==> src/design/bsof_pkg.sv <==
package bsof_pkg;

  localparam int VALUE_RANGE = 1024;

  localparam int KIND_W  = 2;
  localparam int MODE_W  = 2;
  localparam int VALUE_W = 10;
  localparam int POS_W   = 11;

  localparam int IN_TDATA_W  = 16;
  localparam int OUT_TDATA_W = 24;
  localparam int OUT_PAD_W   = OUT_TDATA_W - VALUE_W - POS_W;

  // Bitmap geometry: entries are grouped into rows, one valid flag per row.
  localparam int IDX_W       = $clog2(VALUE_RANGE);
  localparam int ROW_ENTRIES = (VALUE_RANGE >= 1024) ? VALUE_RANGE / 128 : 8;
  localparam int ROWS        = VALUE_RANGE / ROW_ENTRIES;
  localparam int ROW_W       = $clog2(ROWS);
  localparam int COL_W       = $clog2(ROW_ENTRIES);

  typedef logic [KIND_W-1:0] kind_t;
  typedef logic [MODE_W-1:0] mode_t;

  localparam kind_t KIND_CLEAR = 2'd0;
  localparam kind_t KIND_B     = 2'd1;
  localparam kind_t KIND_A     = 2'd2;

  localparam mode_t MODE_INTERSECT = 2'd0;
  localparam mode_t MODE_UNION     = 2'd1;
  localparam mode_t MODE_DIFF      = 2'd2;

  typedef logic [ROW_ENTRIES-1:0] row_bits_t;

  typedef struct packed {
    logic             en;
    logic [ROW_W-1:0] row;
  } row_rd_t;

  typedef struct packed {
    logic             en;
    logic [ROW_W-1:0] row;
    row_bits_t        b;
    row_bits_t        e;
  } row_wr_t;

endpackage

==> src/design/bsof_row_store.sv <==
module bsof_row_store (
  input  logic               clk,
  input  logic               rst,
  input  bsof_pkg::row_rd_t  rd,
  input  bsof_pkg::row_wr_t  wr,
  input  logic               clear,
  output bsof_pkg::row_bits_t rd_b,
  output bsof_pkg::row_bits_t rd_e
);
  import bsof_pkg::*;

  row_bits_t        b_mem [ROWS];
  row_bits_t        e_mem [ROWS];
  row_bits_t        b_q;
  row_bits_t        e_q;
  logic [ROW_W-1:0] rd_row_q;

  logic [ROWS-1:0]  row_valid;
  logic             fwd_valid;
  logic [ROW_W-1:0] fwd_row;
  row_bits_t        fwd_b;
  row_bits_t        fwd_e;

  always_ff @(posedge clk) begin
    if (wr.en) begin
      b_mem[wr.row] <= wr.b;
      e_mem[wr.row] <= wr.e;
    end
    if (rd.en) begin
      b_q      <= b_mem[rd.row];
      e_q      <= e_mem[rd.row];
      rd_row_q <= rd.row;
    end
  end

  // A row that was not written since the last clear reads as all zeros.
  always_ff @(posedge clk) begin
    if (rst || clear) begin
      row_valid <= '0;
      fwd_valid <= 1'b0;
    end else if (wr.en) begin
      row_valid[wr.row] <= 1'b1;
      fwd_valid         <= 1'b1;
    end
  end

  always_ff @(posedge clk) begin
    if (wr.en) begin
      fwd_row <= wr.row;
      fwd_b   <= wr.b;
      fwd_e   <= wr.e;
    end
  end

  // The read issued at the same edge as the last write missed it, so that
  // write is taken from the bypass register instead.
  always_comb begin
    if (fwd_valid && (fwd_row == rd_row_q)) begin
      rd_b = fwd_b;
      rd_e = fwd_e;
    end else if (row_valid[rd_row_q]) begin
      rd_b = b_q;
      rd_e = e_q;
    end else begin
      rd_b = '0;
      rd_e = '0;
    end
  end

endmodule

==> src/design/bitmap_set_operation_filter_unit.sv <==
// Channel  | Direction | Handshake                    | Payload
// s_axis   | in        | s_axis_tvalid/s_axis_tready  | tuser: kind; tdata: element_value
// m_axis   | out       | m_axis_tvalid/m_axis_tready  | tdata: result_value, result_position
// cfg      | in        | cfg_valid/cfg_ready          | cfg_data: operation_mode
//
// One item per cycle while no result is held off. The bitmap row read is issued at
// the input transfer; the edge at which the row stage moves on writes the row back
// and loads the result register. A bypass register serves an item whose row read
// is issued at the edge where the item ahead writes that row back. Reset is
// synchronous; a clear item empties the bitmaps at once through per-row valid flags.
// A result that is not taken holds the input once the row stage is full.
module bitmap_set_operation_filter_unit (
  input  logic                              clk,
  input  logic                              rst,
  input  logic                              s_axis_tvalid,
  output logic                              s_axis_tready,
  // [9:0] element_value, [15:10] zero
  input  logic [bsof_pkg::IN_TDATA_W-1:0]   s_axis_tdata,
  // [1:0] kind
  input  logic [bsof_pkg::KIND_W-1:0]       s_axis_tuser,
  output logic                              m_axis_tvalid,
  input  logic                              m_axis_tready,
  // [9:0] result_value, [20:10] result_position, [23:21] zero
  output logic [bsof_pkg::OUT_TDATA_W-1:0]  m_axis_tdata,
  input  logic                              cfg_valid,
  output logic                              cfg_ready,
  input  logic [bsof_pkg::MODE_W-1:0]       cfg_data
);
  import bsof_pkg::*;

  mode_t              mode;
  logic [POS_W-1:0]   count;

  logic               s1_valid;
  kind_t              s1_kind;
  logic [VALUE_W-1:0] s1_value;

  logic               out_valid;
  logic [VALUE_W-1:0] out_value;
  logic [POS_W-1:0]   out_pos;

  logic               s1_go;
  logic               in_accept;
  logic               s1_fire;
  logic [IDX_W-1:0]   in_idx;
  logic [IDX_W-1:0]   s1_idx;
  logic [COL_W-1:0]   s1_col;
  logic               s1_in_range;
  row_bits_t          rd_b;
  row_bits_t          rd_e;
  row_bits_t          col_mask;
  logic               hit_b;
  logic               hit_e;
  logic               mark_b;
  logic               pass;
  logic               emit;
  logic               clear;
  row_rd_t            rd;
  row_wr_t            wr;

  assign cfg_ready     = 1'b1;
  assign s1_go         = !out_valid || m_axis_tready;
  assign s_axis_tready = !s1_valid || s1_go;
  assign in_accept     = s_axis_tvalid && s_axis_tready;
  assign s1_fire       = s1_valid && s1_go;

  assign in_idx  = IDX_W'(s_axis_tdata[VALUE_W-1:0]);
  assign rd.en   = in_accept;
  assign rd.row  = in_idx[IDX_W-1:COL_W];

  assign s1_idx      = IDX_W'(s1_value);
  assign s1_col      = s1_idx[COL_W-1:0];
  assign s1_in_range = (32'(s1_value) < 32'(VALUE_RANGE));
  assign col_mask    = row_bits_t'(1) << s1_col;
  assign hit_b       = rd_b[s1_col];
  assign hit_e       = rd_e[s1_col];

  always_comb begin
    mark_b = 1'b0;
    pass   = 1'b0;
    clear  = 1'b0;
    case (s1_kind)
      KIND_CLEAR: begin
        clear = s1_fire;
      end
      KIND_B: begin
        mark_b = s1_in_range;
        pass   = (mode == MODE_UNION);
      end
      KIND_A: begin
        case (mode)
          MODE_UNION:     pass = 1'b1;
          MODE_INTERSECT: pass = hit_b;
          MODE_DIFF:      pass = !hit_b;
          default:        pass = 1'b0;
        endcase
      end
      default: begin
        pass = 1'b0;
      end
    endcase
  end

  assign emit = s1_in_range && pass && !hit_e;

  assign wr.en  = s1_fire && s1_in_range && ((s1_kind == KIND_A) || (s1_kind == KIND_B));
  assign wr.row = s1_idx[IDX_W-1:COL_W];
  assign wr.b   = rd_b | (mark_b ? col_mask : '0);
  assign wr.e   = rd_e | (emit ? col_mask : '0);

  bsof_row_store u_store (
    .clk   (clk),
    .rst   (rst),
    .rd    (rd),
    .wr    (wr),
    .clear (clear),
    .rd_b  (rd_b),
    .rd_e  (rd_e)
  );

  always_ff @(posedge clk) begin
    if (rst) begin
      mode      <= MODE_INTERSECT;
      count     <= '0;
      s1_valid  <= 1'b0;
      out_valid <= 1'b0;
    end else begin
      if (cfg_valid) begin
        mode <= cfg_data;
      end
      if (s_axis_tready) begin
        s1_valid <= s_axis_tvalid;
      end
      if (s1_go) begin
        out_valid <= s1_fire && emit;
      end
      if (clear) begin
        count <= '0;
      end else if (s1_fire && emit) begin
        count <= count + POS_W'(1);
      end
    end
  end

  always_ff @(posedge clk) begin
    if (in_accept) begin
      s1_kind  <= s_axis_tuser;
      s1_value <= s_axis_tdata[VALUE_W-1:0];
    end
    if (s1_fire && emit) begin
      out_value <= s1_value;
      out_pos   <= count;
    end
  end

  assign m_axis_tvalid = out_valid;
  assign m_axis_tdata  = {{OUT_PAD_W{1'b0}}, out_pos, out_value};

endmodule

==> config.mk <==
export PLATFORM = sky130hd
export DESIGN_NAME = bitmap_set_operation_filter_unit
export DESIGN_NICKNAME = d
export VERILOG_FILES = /design/src/design/bsof_pkg.sv /design/src/design/bsof_row_store.sv /design/src/design/bitmap_set_operation_filter_unit.sv
export SDC_FILE = /design/constraint.sdc
export NUM_CORES = 2
export LEC_CHECK = 0
export BUFFER_PORTS_ARGS = -buffer_cell sky130_fd_sc_hd__buf_2
export CAP_MARGIN = 20
export CORE_MARGIN = 10
export CORE_UTILIZATION = 63
export DETAILED_ROUTE_END_ITERATION = 10
export PLACE_DENSITY = 0.79
export SYNTH_ARGS = -nofsm -noshare
export SYNTH_HDL_FRONTEND = slang
export SYNTH_SLANG_ARGS = --single-unit
==> constraint.sdc <==
create_clock -name clk -period 9.4 [get_ports clk]
set_input_delay 1.88 -clock clk [delete_from_list [all_inputs] [get_ports clk]]
set_output_delay 1.88 -clock clk [all_outputs]
set_load 0.02 [all_outputs]
==> results.ini <==
[run_status]
outcome = completed

[floorplanning]
ioPinCount = 52
dieArea_um2 = 153000
rows = 136
dieHeight_um = 391
start_util = 0.633
core_area_um2 = 137000
die_x_um = 391

[cts]
clockBufferDepth = 3
cts_tree = built
post_cts_buffers = 0
cts_sinks = 2264
worstSkewPairLatency_ns = 0.85
cts_made_buffers = 211
cts_resized = 0
ctsHoldBuffers = 0
cts-root-buf = clkbuf_16
htreeDepth = 4
path_clk_slew_ns = 0.06

[detailed_routing]
drt-total-wl_mm = 218
final_antenna_net_count = 0
drt-initial-drc-count = 6444
firstDrtPassIters = 6
drcViolationCount = 0
route.detailed.wl_per_inst_um = 36.2
vias = 43100
drt-vias-per-instance = 7.17

[synthesis]
synth_cell_types = 75
ys_ff_latch = 2264
netlist_area_um2 = 86900
async_reset_ff_frac = 0
avgSynthCellArea_um2 = 22.9
syn_inst = 3796
synthFlopType = edfxtp_1
synth_seq_area_share = 0.766
yosys_warnings = 0
synth-edff-count = 2120

[placed_design]
globalplace.congestion = 0.893
numPortBuffers = 41
dpl_cell_area_um2 = 90300
dp_hpwl_mm = 113

[global_routing]
grt_pass1_wl_mm = 313
first_global_vias = 43500
grt_overflow = 0
grt_start_max_net_pins = 130
antenna_found_initial = 23
track_usage = 0.288

[power]
power_frac_clock = 0.409
seqPwrFrac = 0.538
p_leak_nw = 31.0
p_int_mw = 16.3
pwr-share-comb = 0.052
netSwitchingPower_mw = 4.43
switching_share = 0.214
power.density_nw_per_um2 = 213
irDropWorstVdd_uv = 255

[hold_path]
hp-start = count[10]$_SDFFE_PP0P_
hp-class = reg2reg
min_to = out_pos[10]$_DFFE_PP_
holdPathStages = 0

[cells_and_area]
design_area_um2 = 97300
utilization = 0.708
final_cell_mix = edfxtp_1, mux4_2, clkbuf_16
nets = 4054
final_common_cell = edfxtp_1
drive_gt1_frac = 0.309
areaGrowthSynthToFinish_pct = 11.9

[setup_path]
worstSetupEndpointType = flip-flop
arrival_ns = 7.18
path_max_fanout = 96
r2r_slack_ns = 2.70
reg2regPathDepth = 12
path_class = reg2reg
crit_path_start_kind = flip-flop
r2r_end = u_store.e_mem[56][0]$_DFFE_PP_
required_ns = 9.88
crit-reg2reg-launch = s1_idx[3]$_DFFE_PP_

[sta]
max_freq_ghz = 0.149
final-setup-viol-count = 0
setup-tns-final_ns = 0
finalMaxSlewViolations = 0
relSlewSlack = 0.189
max_slew.worst_pin.slew_ns = 1.21
timing.hold.ws_ns = 0.450
rsz0062_at_grt = false
fin_crit_sh = 0.713
hold_viol = 0
fin_crit_ns = 6.70
skew_ns = 0.0512

[job]
cap_violations = 0

-- flip-flops by register name, indices dropped and copies added, names as in the netlist --
name / count
m_axis_tvalid: 1
u_store.b_q: 8
u_store.fwd_row: 7
s1_kind: 2
out_value: 10
count: 11
u_store.fwd_e: 8
u_store.row_valid: 128
u_store.fwd_valid: 1
u_store.e_q: 8
s1_valid: 1
mode: 2
u_store.b_mem: 1024
u_store.e_mem: 1024
out_pos: 11
s1_idx: 10
u_store.fwd_b: 8
-- critical path: stages (launching register included) --
cell	delay, ns
edfxtp_1	1.01
buf_4	0.45
mux4_2	0.56
mux2i_1	0.22
or4_1	0.14
o2111ai_1	0.35
o31ai_1	0.37
o211ai_1	0.27
o21ai_1	0.38
o211ai_2	0.20
and2_1	0.46
o21ai_4	0.87
buf_4	0.92
-- metrics by stage --
| step | power [mW] | worst slack [ns] | std cells |
|---|---|---|---|
| floorplan | 12.1 | 1.07 | 3798 |
| CTS | 20.8 | 2.85 | 5997 |
| global placement | 12.4 | 3.16 | 5600 |
| global route | 21.2 | 2.49 | 6002 |
| detailed placement | 12.4 | 2.97 | 5601 |
| finish | 20.7 | 2.70 | 6007 |
-- cell families (layout without fill, tap and decap cells) --
kind of cell | count (synthesis) | after routing | share of synthesized area
other cells | 2 | 9 | 0.0000864
buf+inv | 224 | 634 | 0.0106
mux | 731 | 731 | 0.184
xor+xnor | 7 | 7 | 0.000705
compound gates | 250 | 250 | 0.0216
fa+ha+maj | 4 | 4 | 0.000576
simple gates | 314 | 314 | 0.0169
flops | 2264 | 2264 | 0.766
-- power by group through the flow --
| stage | sequential [mW] | clock (mW) | combinational [mW] |
|---|---|---|---|
| floorplan | 11.4 | 0 | 0.665 |
| detailed placement | 11.4 | 0 | 1.04 |
| finish | 11.2 | 8.49 | 1.08 |
| CTS | 11.2 | 8.58 | 1.06 |
| global placement | 11.4 | 0 | 1.01 |
| global route | 11.2 | 8.93 | 1.13 |
-- routing by layer --
layer,wire length [um],track usage,vias to the layer above,share of wire
li1,-,-,16600,-
met1,76200,0.392,22700,0.35
met2,108000,0.462,3233,0.50
met3,24900,0.0658,550,0.11
met4,8350,0.105,14,0.038
met5,91,0,-,0.00042
-- cell type report --
type,count,area (um2)
clock inverters,100,997
clock buffers,296,5900
fillers,7470,40000
diodes,5,12.5
repair buffers,223,1810
multi-input cells,1310,19700
flip-flops and latches,2264,66500
well taps,1794,2240
inverters,15,56.3
-- cell usage after synthesis, drive strengths merged (15+ instances only) --
master,instances,area share
a21oi,21,0.0013
a221oi,19,0.0019
buf,80,0.0044
clkbuf,129,0.0056
dfxtp,144,0.033
edfxtp,2120,0.73
inv,15,0.00065
mux2,28,0.0036
mux2i,15,0.0017
mux4,688,0.18
nand2,70,0.0030
nand3,21,0.0012
nor2,142,0.0062
o21a,133,0.011
o21ai,24,0.0014
-- worst max path at each step --
stage,start,end,depth (start not counted)
3_5_place_dp,s1_idx[3]$_DFFE_PP_,u_store.e_mem[40][4]$_DFFE_PP_,12
6_report,s1_idx[3]$_DFFE_PP_,u_store.e_mem[56][0]$_DFFE_PP_,12
3_3_place_gp,s1_idx[3]$_DFFE_PP_,u_store.e_mem[40][4]$_DFFE_PP_,12
4_1_cts,s1_idx[3]$_DFFE_PP_,u_store.e_mem[118][1]$_DFFE_PP_,12
2_1_floorplan,s1_idx[3]$_DFFE_PP_,u_store.b_mem[0][4]$_DFFE_PP_,10
5_1_grt,s1_idx[3]$_DFFE_PP_,u_store.e_mem[59][0]$_DFFE_PP_,12
Power figures use the tool's default switching activity.
